`config.mk`:
```
export PLATFORM = sky130hd
export DESIGN_NAME = nrsh_sqrt
export DESIGN_NICKNAME = d
export VERILOG_FILES = /design/src/rtl/nrsh_pkg.sv /design/src/rtl/nrsh_sqrt.sv
export SDC_FILE = /design/constraint.sdc
export NUM_CORES = 1
export LEC_CHECK = 0
export BUFFER_PORTS_ARGS = -buffer_cell sky130_fd_sc_hd__buf_2
export CAP_MARGIN = 5
export CORE_ASPECT_RATIO = 1.5
export CORE_MARGIN = 2
export CORE_UTILIZATION = 56
export DETAILED_ROUTE_END_ITERATION = 8
export GPL_ROUTABILITY_DRIVEN = 1
export PLACE_DENSITY = 0.78
export SYNTH_ARGS = -nofsm -noshare
export SYNTH_HDL_FRONTEND = slang
export SYNTH_SLANG_ARGS = --single-unit
```
`constraint.sdc`:
```
create_clock -name clk -period 9.9 [get_ports clk]
set_clock_uncertainty 0.1 [all_clocks]
set_input_delay 2.97 -clock clk [delete_from_list [all_inputs] [get_ports clk]]
set_output_delay 2.97 -clock clk [all_outputs]
set_load 0.01 [all_outputs]
```
`src/rtl/nrsh_pkg.sv`:
```
// Package for the nearest ray-sphere hit block: widths, table entry and
// write types, sequencer states and the saturation helper.
// Depends on nothing; every other file imports it.
package nrsh_pkg;

    localparam int SLOTS  = 16;
    localparam int SLOT_W = (SLOTS > 1) ? $clog2(SLOTS) : 1;

    localparam int CW  = 24;      // coordinate, Q15.8
    localparam int EW  = 16;      // diameter / probe radius, Q8.8
    localparam int DW  = CW + 1;  // coordinate difference
    localparam int SW  = EW + 2;  // diameter plus twice the radius
    localparam int MW  = 28;      // multiplier operand
    localparam int PW  = 2 * MW;  // product
    localparam int AW  = 52;      // sums of squares, dot products, dividends
    localparam int RW  = AW / 2;  // square root
    localparam int LW  = 26;      // segment length, divisor
    localparam int PJW = 27;      // projection
    localparam int HW  = 27;      // unsaturated hit and pre points

    localparam logic KIND_WRITE = 1'b0;
    localparam logic KIND_QUERY = 1'b1;

    typedef struct packed {
        logic signed [CW-1:0] cx;
        logic signed [CW-1:0] cy;
        logic signed [CW-1:0] cz;
        logic [EW-1:0]        diam;
    } entry_t;

    typedef struct packed {
        logic              en;
        logic [SLOT_W-1:0] addr;
        logic              occ;
        entry_t            entry;
    } tbl_wr_t;

    typedef enum logic [3:0] {
        ST_IDLE,
        ST_LEN2,
        ST_LSQRT,
        ST_SLOT,
        ST_LOAD,
        ST_DOT,
        ST_TT,
        ST_RR,
        ST_PROJ,
        ST_PP,
        ST_DSQRT,
        ST_HMUL,
        ST_QPRE,
        ST_FIN
    } state_t;

    function automatic logic signed [CW-1:0] sat_cw(input logic signed [HW-1:0] v);
        logic signed [HW-1:0] hi;
        logic signed [HW-1:0] lo;
        hi = HW'((1 <<< (CW - 1)) - 1);
        lo = -HW'(1 <<< (CW - 1));
        if (v > hi)
            return CW'(hi);
        else if (v < lo)
            return CW'(lo);
        else
            return CW'(v);
    endfunction

endpackage

```
`src/rtl/nrsh_sqrt.sv`:
```
// Integer square root, digit by digit, one result bit per cycle.
// Depends on nrsh_pkg.
module nrsh_sqrt
    import nrsh_pkg::*;
(
    input  logic          clk,
    input  logic          rst_n,
    input  logic          start,
    input  logic [AW-1:0] num,
    output logic [RW-1:0] root,
    output logic          done
);

    localparam int CNT_W = $clog2(RW + 1);

    logic [AW-1:0]    n_reg, n_next;
    logic [AW-1:0]    r_reg, r_next;
    logic [AW-1:0]    b_reg, b_next;
    logic [CNT_W-1:0] cnt_reg, cnt_next;
    logic             run_reg, run_next;
    logic             done_reg, done_next;
    logic [AW-1:0]    trial;

    always_comb
    begin
        n_next    = n_reg;
        r_next    = r_reg;
        b_next    = b_reg;
        cnt_next  = cnt_reg;
        run_next  = run_reg;
        done_next = 1'b0;
        trial     = r_reg + b_reg;
        if (start)
        begin
            n_next   = num;
            r_next   = '0;
            b_next   = AW'(1) << (AW - 2);
            cnt_next = CNT_W'(RW);
            run_next = 1'b1;
        end
        else if (run_reg)
        begin
            if (n_reg >= trial)
            begin
                n_next = n_reg - trial;
                r_next = (r_reg >> 1) + b_reg;
            end
            else
            begin
                r_next = r_reg >> 1;
            end
            b_next   = b_reg >> 2;
            cnt_next = cnt_reg - 1'b1;
            if (cnt_reg == CNT_W'(1))
            begin
                run_next  = 1'b0;
                done_next = 1'b1;
            end
        end
    end

    always_ff @(posedge clk or negedge rst_n)
    begin
        if (!rst_n)
        begin
            run_reg  <= 1'b0;
            done_reg <= 1'b0;
            cnt_reg  <= '0;
        end
        else
        begin
            run_reg  <= run_next;
            done_reg <= done_next;
            cnt_reg  <= cnt_next;
        end
    end

    always_ff @(posedge clk)
    begin
        n_reg <= n_next;
        r_reg <= r_next;
        b_reg <= b_next;
    end

    assign root = RW'(r_reg);
    assign done = done_reg;

endmodule

```
==> impl_metrics.csv <==
group,metric,value,unit
run_status,status,"finished, final reports clean",
cts,h-tree-depth,4,
global_routing,grt_max_degree,94,
synth,async_flop_share,5.11,%
critical_path,cp-end-kind,"register",
timing,period_share,76.9,%
cts,cts_made_buffers,17,
cts,cts_setup_buffers,0,
cts,cts_tree,"built",
route,vias,12200,
cts,cts_root_buffer,"clkbuf_16",
synth,yosysTopAreaCellShare,12.3,%
layout,antenna_cells,0,
synth,syn-cell-area,12700,sq um
global_routing,antenna_found_initial,0,
route,drc,0,
critical_path,cp_max_fo,41,
worst_hold_path,hold_class,"reg2reg",
timing,slew_viol_final,0,
timing,rsz0062_at_grt,"no",
synth,synth_seq_cells,137,
cts,worstSkewPairLatency,0.44,ns
timing,tightest_slew,1.22,ns
critical_path,crit_buf_inv,2,
critical_path,critical_path_arrival,7.59,ns
pwr,p_leak,5.64,nW
route,viasPerCell,6.44,
critical_path,crit_path_max_incr_delay,1.01,ns
synth,synth-edff-count,52,
flow_run,cap_violations,0,
cts,postCtsHoldBufs,0,
cts,cts_resized,0,
place,place.port_buffers,81,
cts,clk_path_buf_depth,2,
synth,syn_avg_cell_area,7.93,sq um
global_routing,grt_pass1_wl,60100,um
global_routing,grt_overflow,0,
route,drtAntennaViolNets,0,
critical_path,start_kind,"register",
synth,synth_cells,1606,
cts,clock_sinks,137,
layout,area_delta_synth_final,6.89,%
die,initial_core_util,56.9,%
critical_path,path_cells,"ha_1 -> a21oi_1 -> o21ai_0 -> a21o_1 -> o311ai_0 -> a21oi_1 -> o2111ai_1 -> a21oi_1 -> o21ai_0 -> xor2_1 -> ha_1 -> nand2_1 -> nor2_1 -> nor4b_1 -> o221a_2 -> buf_4 -> and2_1 -> a21o_2 -> buf_4",
timing,fin_setup_tns,0,ns
timing,finalSetupViolations,0,
global_routing,first_global_vias,11900,
die,num_rows,67,
route,drt_iter0_markers,1092,
route,drt_first_pass_iters,6,
synth,ys_warn_count,0,
critical_path,cpLargestDelayFamily,"compound AO/OA/AOI/OAI gates",
layout,nets,1767,
die,die_h,189,um
place,placed_cell_area,13000,sq um
layout,drive_gt1_share,9.78,%
route,totalWireLength,37800,um
synth,synth_top_cell_by_area,"dfxtp_1",
timing,period_needed,7.61,ns
critical_path,cpMostUsedCell,"a21oi_1",
synth,syn_nets,1770,
place,place_congestion,0.970,
die,die_width,127,um
critical_path,critPathKind,"reg2reg",
die,ios,82,
die,coreArea,22400,sq um
cts,clkTransAtPathRegs,0.06,ns
synth,yosysMostFrequentCell,"nand2_1",
pwr,ir_drop,0.280,mV
layout,design_area,13600,sq um
synth,yosysSeqAreaShare,25.9,%
place,dp_hpwl,28500,um
synth,synthFlopType,"dfxtp_1",
pwr,power.density,275,nW/um^2
critical_path,required,9.88,ns
synth,synth_area_leaders,"dfxtp_1 12%, edfxtp_1 12%, ha_1 11%, nand2_1 5.3%, xor2_1 4.9%",
critical_path,crit_path_top_delay_cell,"and2_1",
timing,max_freq,131,MHz
die,die_area,24000,sq um
route,routedWlPerCell,20.0,um
synth,ys_types,85,
timing,timing_hold_violations_final,0,
global_routing,gr-usage-all-layers,31.3,%
critical_path,reg2reg_slack,2.29,ns
timing,relSlewSlack,18.9,%
synth,synth_common_cells,"180 x nand2_1, 156 x nor2_1, 118 x o21ai_0",
==> placed cells by master (no fill, tap or decap), types with 7 or more instances in the layout <==
master       n
and2_1      16
nand4_1     29
and3_1       8
nand2b_1    18
inv_1       39
a21o_1      41
or3_1       15
ha_1       108
xor2_1      71
xnor2_1     53
a31oi_1     41
edfxtp_1    52
o211ai_1    14
o21bai_1    23
o21ai_0    118
a211oi_1    34
mux2_2       7
dfxtp_1     78
buf_2       80
nor2_1     156
o31ai_1     22
a31o_2      16
nor3_1      29
a21oi_1    100
a311oi_1    15
o21a_1       9
nand3_1     47
nor2b_1     11
clkbuf_16   17
nand2_1    180
buf_4        9
mux2i_1     31
a221oi_1     7
==> routing by layer <==
metal / wire length (um) / global-route usage, % / share of wire (%) / vias to the layer above
li1: - / - / - / 5925
met1: 14700 / 34.2 / 39 / 5715
met2: 19500 / 57.5 / 52 / 409
met3: 1530 / 4.20 / 4.0 / 129
met4: 2120 / 17.5 / 5.6 / 0
met5: 0 / 0 / 0 / -
==> through the flow <==
stage                     total power, mW  util, %  worst slack (ns)  cells  hold WS (ns)
final                                3.75     60.9              2.29   1892         0.407
after global placement               2.99     58.1              2.67   1860         0.398
after floorplan                      2.50        -              3.78   1606         0.363
after detailed placement             3.01     58.1              2.51   1860         0.405
after global routing                 4.00     60.9              1.61   1892         0.446
after CTS                            3.73     60.9              2.46   1892         0.411
==> power by group <==
group / leakage, nW / switching [mW] / internal (mW)
Sequential: 1.25 / 0.108 / 0.806
Clock: 0.302 / 0.274 / 0.424
Combinational: 4.09 / 1.34 / 0.801
Total: 5.64 / 1.72 / 2.03
==> worst min-delay path, stage by stage (launching register included) <==
cell and delay, ns:
dfxtp_1 0.35, inv_1 0.06, o21ai_0 0.06
==> final cells by class <==
class / instances / area [sq um]
Clock buffer: 18 / 429
Clock inverter: 14 / 196
Fill cell: 2032 / 8760
Inverter: 39 / 146
Multi-Input combinational cell: 1319 / 8730
Sequential cell: 137 / 3300
Tap cell: 276 / 345
Timing Repair Buffer: 89 / 468
==> cell families after synthesis <==
| group | after synthesis | synth area share [%] |
|---|---|---|
| AOI/OAI and AO/OA | 514 | 27.1 |
| xor gates and xnor gates | 124 | 8.52 |
| muxes | 39 | 3.14 |
| DFF | 137 | 25.9 |
| adders and majority gates | 109 | 10.8 |
| buffers and inverters | 150 | 5.59 |
| and+or+nand+nor | 533 | 19.0 |
==> path summary, 6_finish.rpt <==
kind	endpoint	from	depth (start not counted)
max in group asynchronous	run_reg	rst_n	1
min	b_reg[50]	b_reg[50]	2
max	n_reg[46]	r_reg[2]	19
max reg2reg	n_reg[46]	r_reg[2]	19
min in group asynchronous	run_reg	rst_n	1
min reg2reg	b_reg[50]	b_reg[50]	2
Note: power is estimated with default switching activity, not from simulation.
