### src/rtl/nrsh_pkg.sv
// Package for the nearest ray-sphere hit block: widths, table entry and
// write types, sequencer states and the saturation helper.
// Depends on nothing; every other file imports it.
package nrsh_pkg;

    localparam int SLOTS  = 16;
    localparam int SLOT_W = (SLOTS > 1) ? $clog2(SLOTS) : 1;

    localparam int CW  = 24;      // coordinate, Q15.8
    localparam int EW  = 16;      // diameter / probe radius, Q8.8
    localparam int DW  = CW + 1;  // coordinate difference
    localparam int SW  = EW + 2;  // diameter plus twice the radius
    localparam int MW  = 28;      // multiplier operand
    localparam int PW  = 2 * MW;  // product
    localparam int AW  = 52;      // sums of squares, dot products, dividends
    localparam int RW  = AW / 2;  // square root
    localparam int LW  = 26;      // segment length, divisor
    localparam int PJW = 27;      // projection
    localparam int HW  = 27;      // unsaturated hit and pre points

    localparam logic KIND_WRITE = 1'b0;
    localparam logic KIND_QUERY = 1'b1;

    typedef struct packed {
        logic signed [CW-1:0] cx;
        logic signed [CW-1:0] cy;
        logic signed [CW-1:0] cz;
        logic [EW-1:0]        diam;
    } entry_t;

    typedef struct packed {
        logic              en;
        logic [SLOT_W-1:0] addr;
        logic              occ;
        entry_t            entry;
    } tbl_wr_t;

    typedef enum logic [3:0] {
        ST_IDLE,
        ST_LEN2,
        ST_LSQRT,
        ST_SLOT,
        ST_LOAD,
        ST_DOT,
        ST_TT,
        ST_RR,
        ST_PROJ,
        ST_PP,
        ST_DSQRT,
        ST_HMUL,
        ST_QPRE,
        ST_FIN
    } state_t;

    function automatic logic signed [CW-1:0] sat_cw(input logic signed [HW-1:0] v);
        logic signed [HW-1:0] hi;
        logic signed [HW-1:0] lo;
        hi = HW'((1 <<< (CW - 1)) - 1);
        lo = -HW'(1 <<< (CW - 1));
        if (v > hi)
            return CW'(hi);
        else if (v < lo)
            return CW'(lo);
        else
            return CW'(v);
    endfunction

endpackage

### src/rtl/nrsh_div.sv
// Restoring divider, one quotient bit per cycle, unsigned magnitudes.
// Depends on nrsh_pkg.
module nrsh_div
    import nrsh_pkg::*;
(
    input  logic          clk,
    input  logic          rst_n,
    input  logic          start,
    input  logic [AW-1:0] num,
    input  logic [LW-1:0] den,
    output logic [AW-1:0] quo,
    output logic          done
);

    localparam int CNT_W = $clog2(AW + 1);

    logic [AW-1:0]    quo_reg, quo_next;
    logic [LW-1:0]    rem_reg, rem_next;
    logic [LW-1:0]    den_reg, den_next;
    logic [CNT_W-1:0] cnt_reg, cnt_next;
    logic             run_reg, run_next;
    logic             done_reg, done_next;
    logic [LW:0]      trial;

    always_comb
    begin
        quo_next  = quo_reg;
        rem_next  = rem_reg;
        den_next  = den_reg;
        cnt_next  = cnt_reg;
        run_next  = run_reg;
        done_next = 1'b0;
        trial     = {rem_reg, quo_reg[AW-1]};
        if (start)
        begin
            quo_next = num;
            rem_next = '0;
            den_next = den;
            cnt_next = CNT_W'(AW);
            run_next = 1'b1;
        end
        else if (run_reg)
        begin
            if (trial >= {1'b0, den_reg})
            begin
                rem_next = LW'(trial - {1'b0, den_reg});
                quo_next = {quo_reg[AW-2:0], 1'b1};
            end
            else
            begin
                rem_next = LW'(trial);
                quo_next = {quo_reg[AW-2:0], 1'b0};
            end
            cnt_next = cnt_reg - 1'b1;
            if (cnt_reg == CNT_W'(1))
            begin
                run_next  = 1'b0;
                done_next = 1'b1;
            end
        end
    end

    always_ff @(posedge clk or negedge rst_n)
    begin
        if (!rst_n)
        begin
            run_reg  <= 1'b0;
            done_reg <= 1'b0;
            cnt_reg  <= '0;
        end
        else
        begin
            run_reg  <= run_next;
            done_reg <= done_next;
            cnt_reg  <= cnt_next;
        end
    end

    always_ff @(posedge clk)
    begin
        quo_reg <= quo_next;
        rem_reg <= rem_next;
        den_reg <= den_next;
    end

    assign quo  = quo_reg;
    assign done = done_reg;

endmodule

### config.mk
export PLATFORM = sky130hd
export DESIGN_NAME = nrsh_div
export DESIGN_NICKNAME = d
export VERILOG_FILES = /design/src/rtl/nrsh_pkg.sv /design/src/rtl/nrsh_div.sv
export SDC_FILE = /design/constraint.sdc
export NUM_CORES = 1
export LEC_CHECK = 0
export BUFFER_PORTS_ARGS = -buffer_cell sky130_fd_sc_hd__buf_4
export CORE_AREA = 2 2 119 121
export DETAILED_ROUTE_END_ITERATION = 10
export DIE_AREA = 0 0 121 123
export GPL_ROUTABILITY_DRIVEN = 0
export HOLD_SLACK_MARGIN = 0.05
export MAX_ROUTING_LAYER = met4
export PLACE_DENSITY = 0.67
export SLEW_MARGIN = 40
export SYNTH_ARGS = -nofsm -noshare
export SYNTH_HDL_FRONTEND = slang
export SYNTH_SLANG_ARGS = --single-unit
export TNS_END_PERCENT = 5
### constraint.sdc
create_clock -name clk -period 5.1 [get_ports clk]
set_clock_uncertainty 0.15 [all_clocks]
set_input_delay 0.51 -clock clk [delete_from_list [all_inputs] [get_ports clk]]
set_output_delay 0.51 -clock clk [all_outputs]
set_load 0.005 [all_outputs]
==> metrics, run 1 <==
largest net degree at the start of global routing=between 60 and 70; PwrDens=between 200 and 300 nW/um^2; Crit. End Element=flip-flop; most common cell in the synthesized netlist=edfxtp_1; hold path start=den[12]; RSZ-0062 raised after global routing=no; post-cts repair resize count=0; Post-DP HPWL=10100 um; HP Class=input port to flip-flop; Hold Path Stages=1; clk_lat worst skew=~0.36 ns; worst path cell trace=inv_1 > ha_1 > inv_1 > fa_1 > a21o_1 > a311o_1 > a211oi_2 > nor2_1 > a221oi_1 > xnor2_1 > nand2_1 > a311oi_1; fin crit share=0.621; setup_tns=0 ns; Die W=121 um; Min-Delay Endpoint=den_reg[12]$_DFFE_PP_; Post-CTS Hold Fix Bufs=1; ANT nets after route=0; Via density=5.37; Yosys top cell area share=0.389; core box area=~14000 sq um; Post-Route WL=14100 um; ys async rst share=0.0714; Slowest cell on crit path=edfxtp_1; initial antenna violation count=0; R2R Path Start=quo[51]$_DFFE_PP_; I/O pin count=134; fin. max-slew vios=0; final hold violations=0; number of synthesized flops with an enable pin=78; Initial Util=0.442; Max Cap Viol=0; Worst slew margin=0.553; # diodes=0; H-tree depth=3; Residual DRC=0; first-pass GRT wire length=about 23000 um; Syn Std Cell Area=6010 sq um; buffer and inverter count on the worst path=2; yosys warns=0; clock-pin transition on the worst setup and hold timing paths=approximately 0.080 ns; FF+latch count, synth=around 110; Mapped Nets=~640; Reg power frac=0.526; Max clock buf depth=2; minimum clock period=3.17 ns; CP max stage delay=0.41 ns; vias in the first global route=4698; hold_ws=0.173 ns; full die area=roughly 15000 sq um; Synth Area per Inst=about 11 sq um; R2R Setup Slk=1.93 ns; crit-path most repeated cell=inv_1; Setup Crit Path Kind=flip-flop to flip-flop; top_reg_cell synth=edfxtp_1; final setup fails=0; Post-Place Cells=824; Largest delay share family, worst path=compound AO/OA/AOI/OAI gates; register area share after synthesis=0.509; Worst Max-Slew Pin Slew=~0.67 ns; Max Freq=between 0.3 and 0.4 GHz; die span in y=~120 um; worst path required time=5.21 ns; Worst R2R End=rem_reg[14]$_SDFFE_PP0P_; layout cells sized above 1=0.330; number of DRC markers in iteration 0=approximately 270; max FFs per register=52; Vias=between 4000 and 5000; status=finished clean; Synth area leader=edfxtp_1; Mapped Cells=between 500 and 600; grt ovf=0; CP Max Fanout=3; wire per inst=16.8 um; Pwr Total=just over 2 mW; synthesis-to-finish area growth=23.6%; Max VDD drop=~0.21 mV; Post-CTS Setup Inserts=0; Layout Cells excl Fill=roughly 840; Reg2Reg Depth=12; Crit path arrival time=between 3 and 4 ns; Synth cell types=slightly above 60; Initial DRT Pass Iterations=4; Comb power frac=0.150; total track usage=0.200; Port Buf Inserts=~130; switching part of the total power=0.244; Nets=approximately 770; sw power=slightly above 500 uW; Root Buffer Master=clkbuf_16; CTS tree=done; Sink Count=112; top cells by area, synth=edfxtp_1, mux2_2, dfxtp_1, ha_1, dfrtp_1; Startpoint Class=flip-flop; CTS Buf Count=9; leakage power=3.19 nW; share of power burned in the clock network=0.324; Internal Pwr Total=about 1.6 mW; Synth top cells by count=edfxtp_1, nand2_1, mux2_2, inv_1, nor2_1; Placement Rows=43
## kinds of logic (layout without fill, tap and decap cells)
group                      after synthesis  count (layout)  share of synthesized area
and+or+nand+nor                        144             144                      0.115
AOI/OAI and AO/OA                      114             114                      0.142
DFF                                    112             112                      0.509
buffers and inverters                   57             186                     0.0399
muxes                                   54              54                      0.100
adders and majority gates               29              29                     0.0616
xor gates and xnor gates                22              22                     0.0320
## worst max-delay path by stage
stage | from | end | slack, ns | depth (start not counted)
global placement | quo[51]$_DFFE_PP_ | rem_reg[20]$_SDFFE_PP0P_ | 2.00 | 12
finish | quo[51]$_DFFE_PP_ | rem_reg[14]$_SDFFE_PP0P_ | 1.93 | 12
global route | quo[51]$_DFFE_PP_ | rem_reg[14]$_SDFFE_PP0P_ | 1.71 | 12
detailed placement | quo[51]$_DFFE_PP_ | rem_reg[20]$_SDFFE_PP0P_ | 1.95 | 12
floorplan | quo[51]$_DFFE_PP_ | rem_reg[20]$_SDFFE_PP0P_ | 2.18 | 12
CTS | quo[51]$_DFFE_PP_ | rem_reg[14]$_SDFFE_PP0P_ | 1.92 | 12
## power groups by stage
stage | registers (mW) | logic [mW] | clock network, mW
6_report | 1.09 | 0.310 | 0.670
5_1_grt | 1.10 | 0.341 | 0.718
4_1_cts | 1.09 | 0.312 | 0.689
3_5_place_dp | 1.11 | 0.310 | 0
3_3_place_gp | 1.10 | 0.305 | 0
2_1_floorplan | 1.10 | 0.154 | 0
## layout by cell type, fill, tap and decap left out, drive strengths merged, types with 13 or more instances in the layout
cell | Yosys | final
a311oi | 16 | 16
a21o | 14 | 14
buf | 7 | 135
o21ai | 13 | 13
ha | 28 | 28
nor2 | 33 | 33
dfxtp | 26 | 26
xnor2 | 16 | 16
a21oi | 29 | 29
mux2 | 51 | 51
inv | 33 | 35
edfxtp | 78 | 78
nand2 | 53 | 53
## layout make-up
class	instances	area (sq um)
Fill cell	1182	6180
Sequential cell	112	3060
Multi-Input combinational cell	363	2720
Timing Repair Buffer	136	1030
Clock buffer	11	233
Tap cell	180	225
Inverter	34	130
Clock inverter	5	40.0
## through the flow
| stage | utilization | area [sq um] | worst slack [ns] |
|---|---|---|---|
| after detailed placement | 0.525 | 7140 | 1.95 |
| after global routing | 0.546 | 7430 | 1.71 |
| after floorplan | - | 6010 | 2.18 |
| final | 0.546 | 7430 | 1.93 |
| after global placement | 0.525 | 7140 | 2.00 |
| after CTS | 0.546 | 7430 | 1.92 |
## worst register-to-register path, stage by stage, from the launching register on
cell and delay (ns):
edfxtp_1 0.41, inv_1 0.08, ha_1 0.16, inv_1 0.05, fa_1 0.41, a21o_1 0.22, a311o_1 0.38, a211oi_2 0.27
nor2_1 0.11, a221oi_1 0.31, xnor2_1 0.17, nand2_1 0.07, a311oi_1 0.29
## metal layers
metal | GRT usage | vias up | wire (um)
met3 | 0.0692 | 7 | 1130
met5 | - | - | 0
li1 | - | 2213 | -
met4 | 0.0472 | 0 | 99
met2 | 0.321 | 135 | 6520
met1 | 0.244 | 2165 | 6340
Note: power is estimated with default switching activity, not from simulation.
==> run 2, diff against run 1 <==
PLACE_DENSITY = 0.7   (was 0.67)
clock period = 2.65 ns   (was 5.1 ns; I/O delays follow)
==> run 2 against run 1 <==
  * The run now ends with setup timing left
  * Final cell count is 13% higher
  * Design area grew 15%
  * Clock power is 99% higher
  * Global-route usage rose by 1.6 points
  * Maximum frequency up 8.9%
  * Sequential power increased by 92%
  * Combinational power is 140% higher
  * Power is 100% higher
  * Routed wire length grew 12%
==> metrics, run 2 (synthesized netlist as in run 1, its figures left out) <==
CP Max Fanout=3; Vias=between 4000 and 5000; final hold violations=0; Max clock buf depth=2; max FFs per register=52; Post-Route WL=roughly 16000 um; most frequent cells in the layout=buf_4, edfxtp_1, dlygate4sd3_1, nand2_1, mux2_2; Crit. End Element=flip-flop; setup_tns=-1.47 ns; largest net degree at the start of global routing=38; RSZ-0062 raised after global routing=yes; Layout Cells excl Fill=~950; Max Cap Viol=0; Sink Count=~110; initial antenna violation count=0; wire per inst=16.6 um; Max VDD drop=0.570 mV; Post-DP HPWL=about 11000 um; PwrDens=roughly 500 nW/um^2; met1 GRT Util=0.254; Worst Max-Slew Pin Slew=~0.41 ns; layout cells sized above 1=0.378; number of DRC markers in iteration 0=244; total track usage=0.216; Worst slew margin=0.724; met2 usage=0.359; H-tree depth=3; synthesis-to-finish area growth=42.2%; placed cell areas=approximately 7500 sq um; Placement Rows=43; Port Buf Inserts=around 130; Final Cell Area=about 8600 sq um; Die W=121 um; Crit path arrival time=3.00 ns; fin. max-slew vios=0; # diodes=0; status=finished, violations left; leakage power=around 3.7 nW; Setup Crit Path Kind=flip-flop to flip-flop; I/O pin count=134; final setup fails=8; core box area=about 14000 sq um; worst path cell trace=inv_1 > ha_2 > inv_1 > fa_2 > a21o_1 > a311o_1 > a211oi_4 > nor3_1 > o2111ai_2 > mux2i_1 > o211ai_1 > nand3_1; Residual DRC=0; CP max stage delay=0.38 ns; violated checks=setup timing; minimum clock period=approximately 2.9 ns; die span in y=between 100 and 150 um; Initial Util=0.442; M3 GR Usage=0.0710; full die area=about 15000 sq um; fillers=1088; Startpoint Class=flip-flop; Nets=874; vias in the first global route=5061; HP Class=input port to flip-flop; most common cell after layout, fill and taps aside=buf_4; grt ovf=0; clock-pin transition on the worst setup and hold timing paths=0.08 ns; Finished Core Util=0.628; Post-CTS Setup Inserts=0; Via density=around 5.3; Root Buffer Master=clkbuf_16; clk_lat worst skew=0.36 ns; fin crit share=1.10; CTS Buf Count=9; Post-Place Cells=between 800 and 900; Pwr Total=~4.2 mW; crit-path most repeated cell=inv_1; first-pass GRT wire length=about 24000 um; ANT nets after route=0; Slowest cell on crit path=edfxtp_1; GR peak layer=met2; Initial DRT Pass Iterations=4; CTS tree=done; PnR worst setup slack=-0.258 ns; worst path required time=about 2.7 ns; Max Freq=roughly 0.34 GHz
-- run 2: cell types whose count changed in the layout (fill, tap and decap cells not counted), moves of 3 or more --
cell	delta
ha_4	+3
a21oi_2	+3
buf_4	+50
a21oi_1	-4
dlygate4sd3_1	+56
ha_1	-6
ha_2	+3
-- run 2: through the flow --
step	hold WS [ns]	setup slack, ns
2_1_floorplan	-0.181	-0.106
3_3_place_gp	-0.0657	-0.175
3_5_place_dp	-0.0614	-0.290
4_1_cts	0.0503	-0.235
5_1_grt	0.0488	-0.495
6_report	0.0581	-0.258
-- run 2: report_power, final --
part | switching (mW) | internal (mW) | leakage (nW)
clock | 0.655 | 0.673 | 0.138
sequential | 0.0761 | 2.02 | 1.11
combinational | 0.301 | 0.442 | 2.46
total | 1.03 | 3.13 | 3.70
-- run 2: timing repair --
action	4_1_cts	5_1_grt
endpoints found under the setup margin	26	27
resized for setup	8	21
pin swaps	7	8
endpoints found under the hold margin	58	6
hold buffers	51	6
-- run 2: routing by layer --
metal / up-vias / wire, um
li1: 2431 / -
met1: 2397 / 6640
met2: 156 / 7820
met3: 11 / 1120
met4: 0 / 140
met5: - / 0
-- run 2: cell type report --
class	instances	area (sq um)	share of cell area
flip-flops and latches	112	3060	0.358
multi-input cells	363	2860	0.334
repair buffers	244	2000	0.234
clock buffers	11	243	0.0284
well taps	180	225	0.0263
inverters	34	128	0.0149
clock inverters	5	38.8	0.00453
-- run 2: worst paths after layout --
path	startpoint	to	slack, ns	depth (start not counted)
worst min-delay path	num[29]	quo[29]$_DFFE_PP_	0.06	2
max in group asynchronous	rst_n	cnt_reg[3]$_DFFE_PN0P_	2.11	2
worst min register to register	rem_reg[25]$_SDFFE_PP0P_	rem_reg[25]$_SDFFE_PP0P_	0.35	2
worst max register to register	quo[51]$_DFFE_PP_	rem_reg[22]$_SDFFE_PP0P_	-0.26	12
worst max-delay path	quo[51]$_DFFE_PP_	rem_reg[22]$_SDFFE_PP0P_	-0.26	12
min in group asynchronous	rst_n	cnt_reg[0]$_DFFE_PN0P_	0.11	2
-- run 2: worst max-delay path, delay by kind of cell (launching register included) --
kind / cells / cell delay [ns]
AO/OA/AOI/OAI: 5 / 1.27
flip-flops: 1 / 0.38
AND/OR/NAND/NOR: 2 / 0.23
adder cells (fa/ha/maj): 2 / 0.51
multiplexers: 1 / 0.12
buffers and inverters: 2 / 0.12
==> run 3, diff against run 2 <==
ABC_AREA = 1   (was default)
CORE_AREA = 2 2 126 128   (was 2 2 119 121)
DIE_AREA = 0 0 128 130   (was 0 0 121 123)
PLACE_DENSITY = 0.69   (was 0.7)
==> run 3 against run 2 <==
  * The flow now finishes without violations
  * Area after synthesis rose by 13%
  * Largest cell class unchanged
  * Setup slack gained 0.52 ns
  * Combinational power grew to 4.8 times the previous value
  * Critical path type unchanged
  * Maximum frequency rose by 22%
==> metrics, run 3 <==
status=finished clean; buffer and inverter count on the worst path=2; ys async rst share=0.0714; Initial DRT Pass Iterations=5; Initial Util=0.440; most common cell after layout, fill and taps aside=nand2_1; clk_lat worst skew=approximately 0.36 ns; HP Class=input port to flip-flop; met2 wire length=around 8700 um; number of DRC markers in iteration 0=between 400 and 500; Reg2Reg Depth=14; Worst Max-Slew Pin Slew=around 0.40 ns; worst path cell trace=inv_1 > ha_1 > inv_1 > fa_1 > nand2_1 > nand2_1 > nand3_1 > nand2_1 > nand2_1 > nand4_1 > nand2_1 > nand2_1 > nand3_1 > nand2_1; Placement Rows=46; max layer used=met4; RSZ-0062 raised after global routing=no; Largest delay share family, worst path=simple AND/OR/NAND/NOR gates; Via density=4.80; Nets=about 1200; Max clock buf depth=2; Synth Area per Inst=approximately 7.5 sq um; wire per inst=13.8 um; CTS tree=done; Synth top cells by count=nand2_1, inv_1, edfxtp_1, nand3_1, nor2_1; hold path start=num[10]; initial antenna violation count=0; vias in the first global route=about 6100; ANT nets after route=0; Vias=around 6300; synthesis-to-finish area growth=33.1%; final hold violations=0; Final Cell Area=about 9000 sq um; fin crit share=0.899; CP max stage delay=roughly 0.44 ns; setup_tns=0 ns; Sink Count=112; Slowest cell on crit path=fa_1; placed cell areas=around 8000 sq um; Mapped Nets=between 1000 and 1500; CP Max Fanout=4; Max Freq=between 0.4 and 0.5 GHz; Mapped Cells=about 910; Crit path arrival time=around 2.5 ns; Post-CTS Setup Inserts=0; final setup fails=0; number of synthesized flops with an enable pin=78; Root Buffer Master=clkbuf_16; crit-path most repeated cell=nand2_1; grt ovf=0; R2R Setup Slk=around 0.27 ns; fin. max-slew vios=0; top cells by area, synth=edfxtp_1, nand2_1, inv_1, dfxtp_1, ha_1; top_reg_cell synth=edfxtp_1; worst path required time=~2.8 ns; clock-pin transition on the worst setup and hold timing paths=~0.080 ns; core box area=between 15000 and 20000 sq um; WL met1=between 8000 and 9000 um; # diodes=0; Die W=between 100 and 150 um; first-pass GRT wire length=between 20000 and 30000 um; Syn Std Cell Area=6780 sq um; Max Cap Viol=0; total track usage=0.231; Port Buf Inserts=roughly 130; Startpoint Class=flip-flop; Synth cell types=34; CTS Buf Count=9; Crit. End Element=flip-flop; H-tree depth=3; layout cells sized above 1=0.175; Post-Route WL=between 15000 and 20000 um; Worst slew margin=0.733; largest net degree at the start of global routing=slightly below 60; met3 WL=around 1100 um; full die area=approximately 17000 sq um; most frequent cells in the layout=nand2_1, buf_4, inv_1, edfxtp_1, dlygate4sd3_1; Yosys top cell area share=0.345; Max VDD drop=~0.43 mV; leakage power=~4.7 nW; Setup Crit Path Kind=flip-flop to flip-flop; FF+latch count, synth=between 100 and 150; die span in y=roughly 130 um; most common cell in the synthesized netlist=nand2_1; Post-DP HPWL=12600 um; Hold Path Stages=3; minimum clock period=roughly 2.4 ns; post-cts repair resize count=0; Worst R2R End=rem_reg[22]$_SDFFE_PP0P_; yosys warns=0; Synth area leader=edfxtp_1; Residual DRC=0; R2R Path Start=quo[51]$_DFFE_PP_; PwrDens=about 810 nW/um^2; I/O pin count=approximately 130; max FFs per register=52; register area share after synthesis=0.452; Min-Delay Endpoint=quo[10]$_DFFE_PP_
-- run 3: cell count changes after synthesis, sizes merged, moves of 12 or more --
cell    change
a21o       -12
a311oi     -16
inv       +111
mux2       -51
nand2     +356
nand3      +54
nand3b     +16
-- run 3: cell families after synthesis --
| family | after synthesis | synth area share |
|---|---|---|
| XOR/XNOR | 13 | 0.0168 |
| buffers and inverters | 168 | 0.103 |
| AND/OR/NAND/NOR | 545 | 0.342 |
| AO/OA/AOI/OAI | 40 | 0.0317 |
| flip-flops | 112 | 0.452 |
| adder cells (fa/ha/maj) | 29 | 0.0546 |
-- run 3: area by class of cell --
cell class | count | area, sq um
Clock inverter | 7 | 76.3
Tap cell | 192 | 240
Sequential cell | 112 | 3060
Timing Repair Buffer | 218 | 1860
Fill cell | 1415 | 6400
Clock buffer | 9 | 225
Multi-Input combinational cell | 627 | 3020
Inverter | 144 | 541
-- run 3: timing repair --
item	in CTS	in global routing
hold buffers	75	0
endpoints found under the setup margin	0	0
endpoints found under the hold margin	82	0
-- run 3: where the power goes --
part | internal (mW) | switching [mW]
logic | 1.41 | 2.15
clock network | 0.670 | 0.709
registers | 2.20 | 0.198
total | 4.28 | 3.06
-- run 3: worst max path at each step --
stage	startpoint	to	cells past startpoint
floorplan	quo[51]$_DFFE_PP_	rem_reg[16]$_SDFFE_PP0P_	14
global placement	quo[51]$_DFFE_PP_	rem_reg[16]$_SDFFE_PP0P_	14
finish	quo[51]$_DFFE_PP_	rem_reg[22]$_SDFFE_PP0P_	14
detailed placement	quo[51]$_DFFE_PP_	rem_reg[22]$_SDFFE_PP0P_	14
CTS	quo[51]$_DFFE_PP_	rem_reg[22]$_SDFFE_PP0P_	14
global route	quo[51]$_DFFE_PP_	rem_reg[12]$_SDFFE_PP0P_	14
-- run 3: per-stage QoR --
step / total power, mW / utilization / setup WS (ns) / hold slack [ns] / instances
2_1_floorplan: 5.03 / - / 0.600 / -0.181 / 907
3_3_place_gp: 5.83 / 0.517 / 0.306 / -0.0560 / 1218
3_5_place_dp: 5.86 / 0.517 / 0.293 / -0.0576 / 1218
4_1_cts: 7.35 / 0.585 / 0.260 / 0.0619 / 1309
5_1_grt: 7.94 / 0.585 / 0.0591 / 0.0713 / 1309
6_report: 7.34 / 0.585 / 0.267 / 0.0706 / 1309
-- run 3: metal layers --
layer / vias to the layer above / global-route usage
li1: 3230 / -
met1: 2854 / 0.290
met2: 181 / 0.388
met3: 15 / 0.0521
met4: 0 / 0.0452
met5: - / -
-- run 3: tightest hold or removal path: cells and delay by family --
| kind | cells | cell delay, ns |
|---|---|---|
| AND/OR/NAND/NOR | 2 | 0.14 |
| buffers and inverters | 1 | 0.07 |
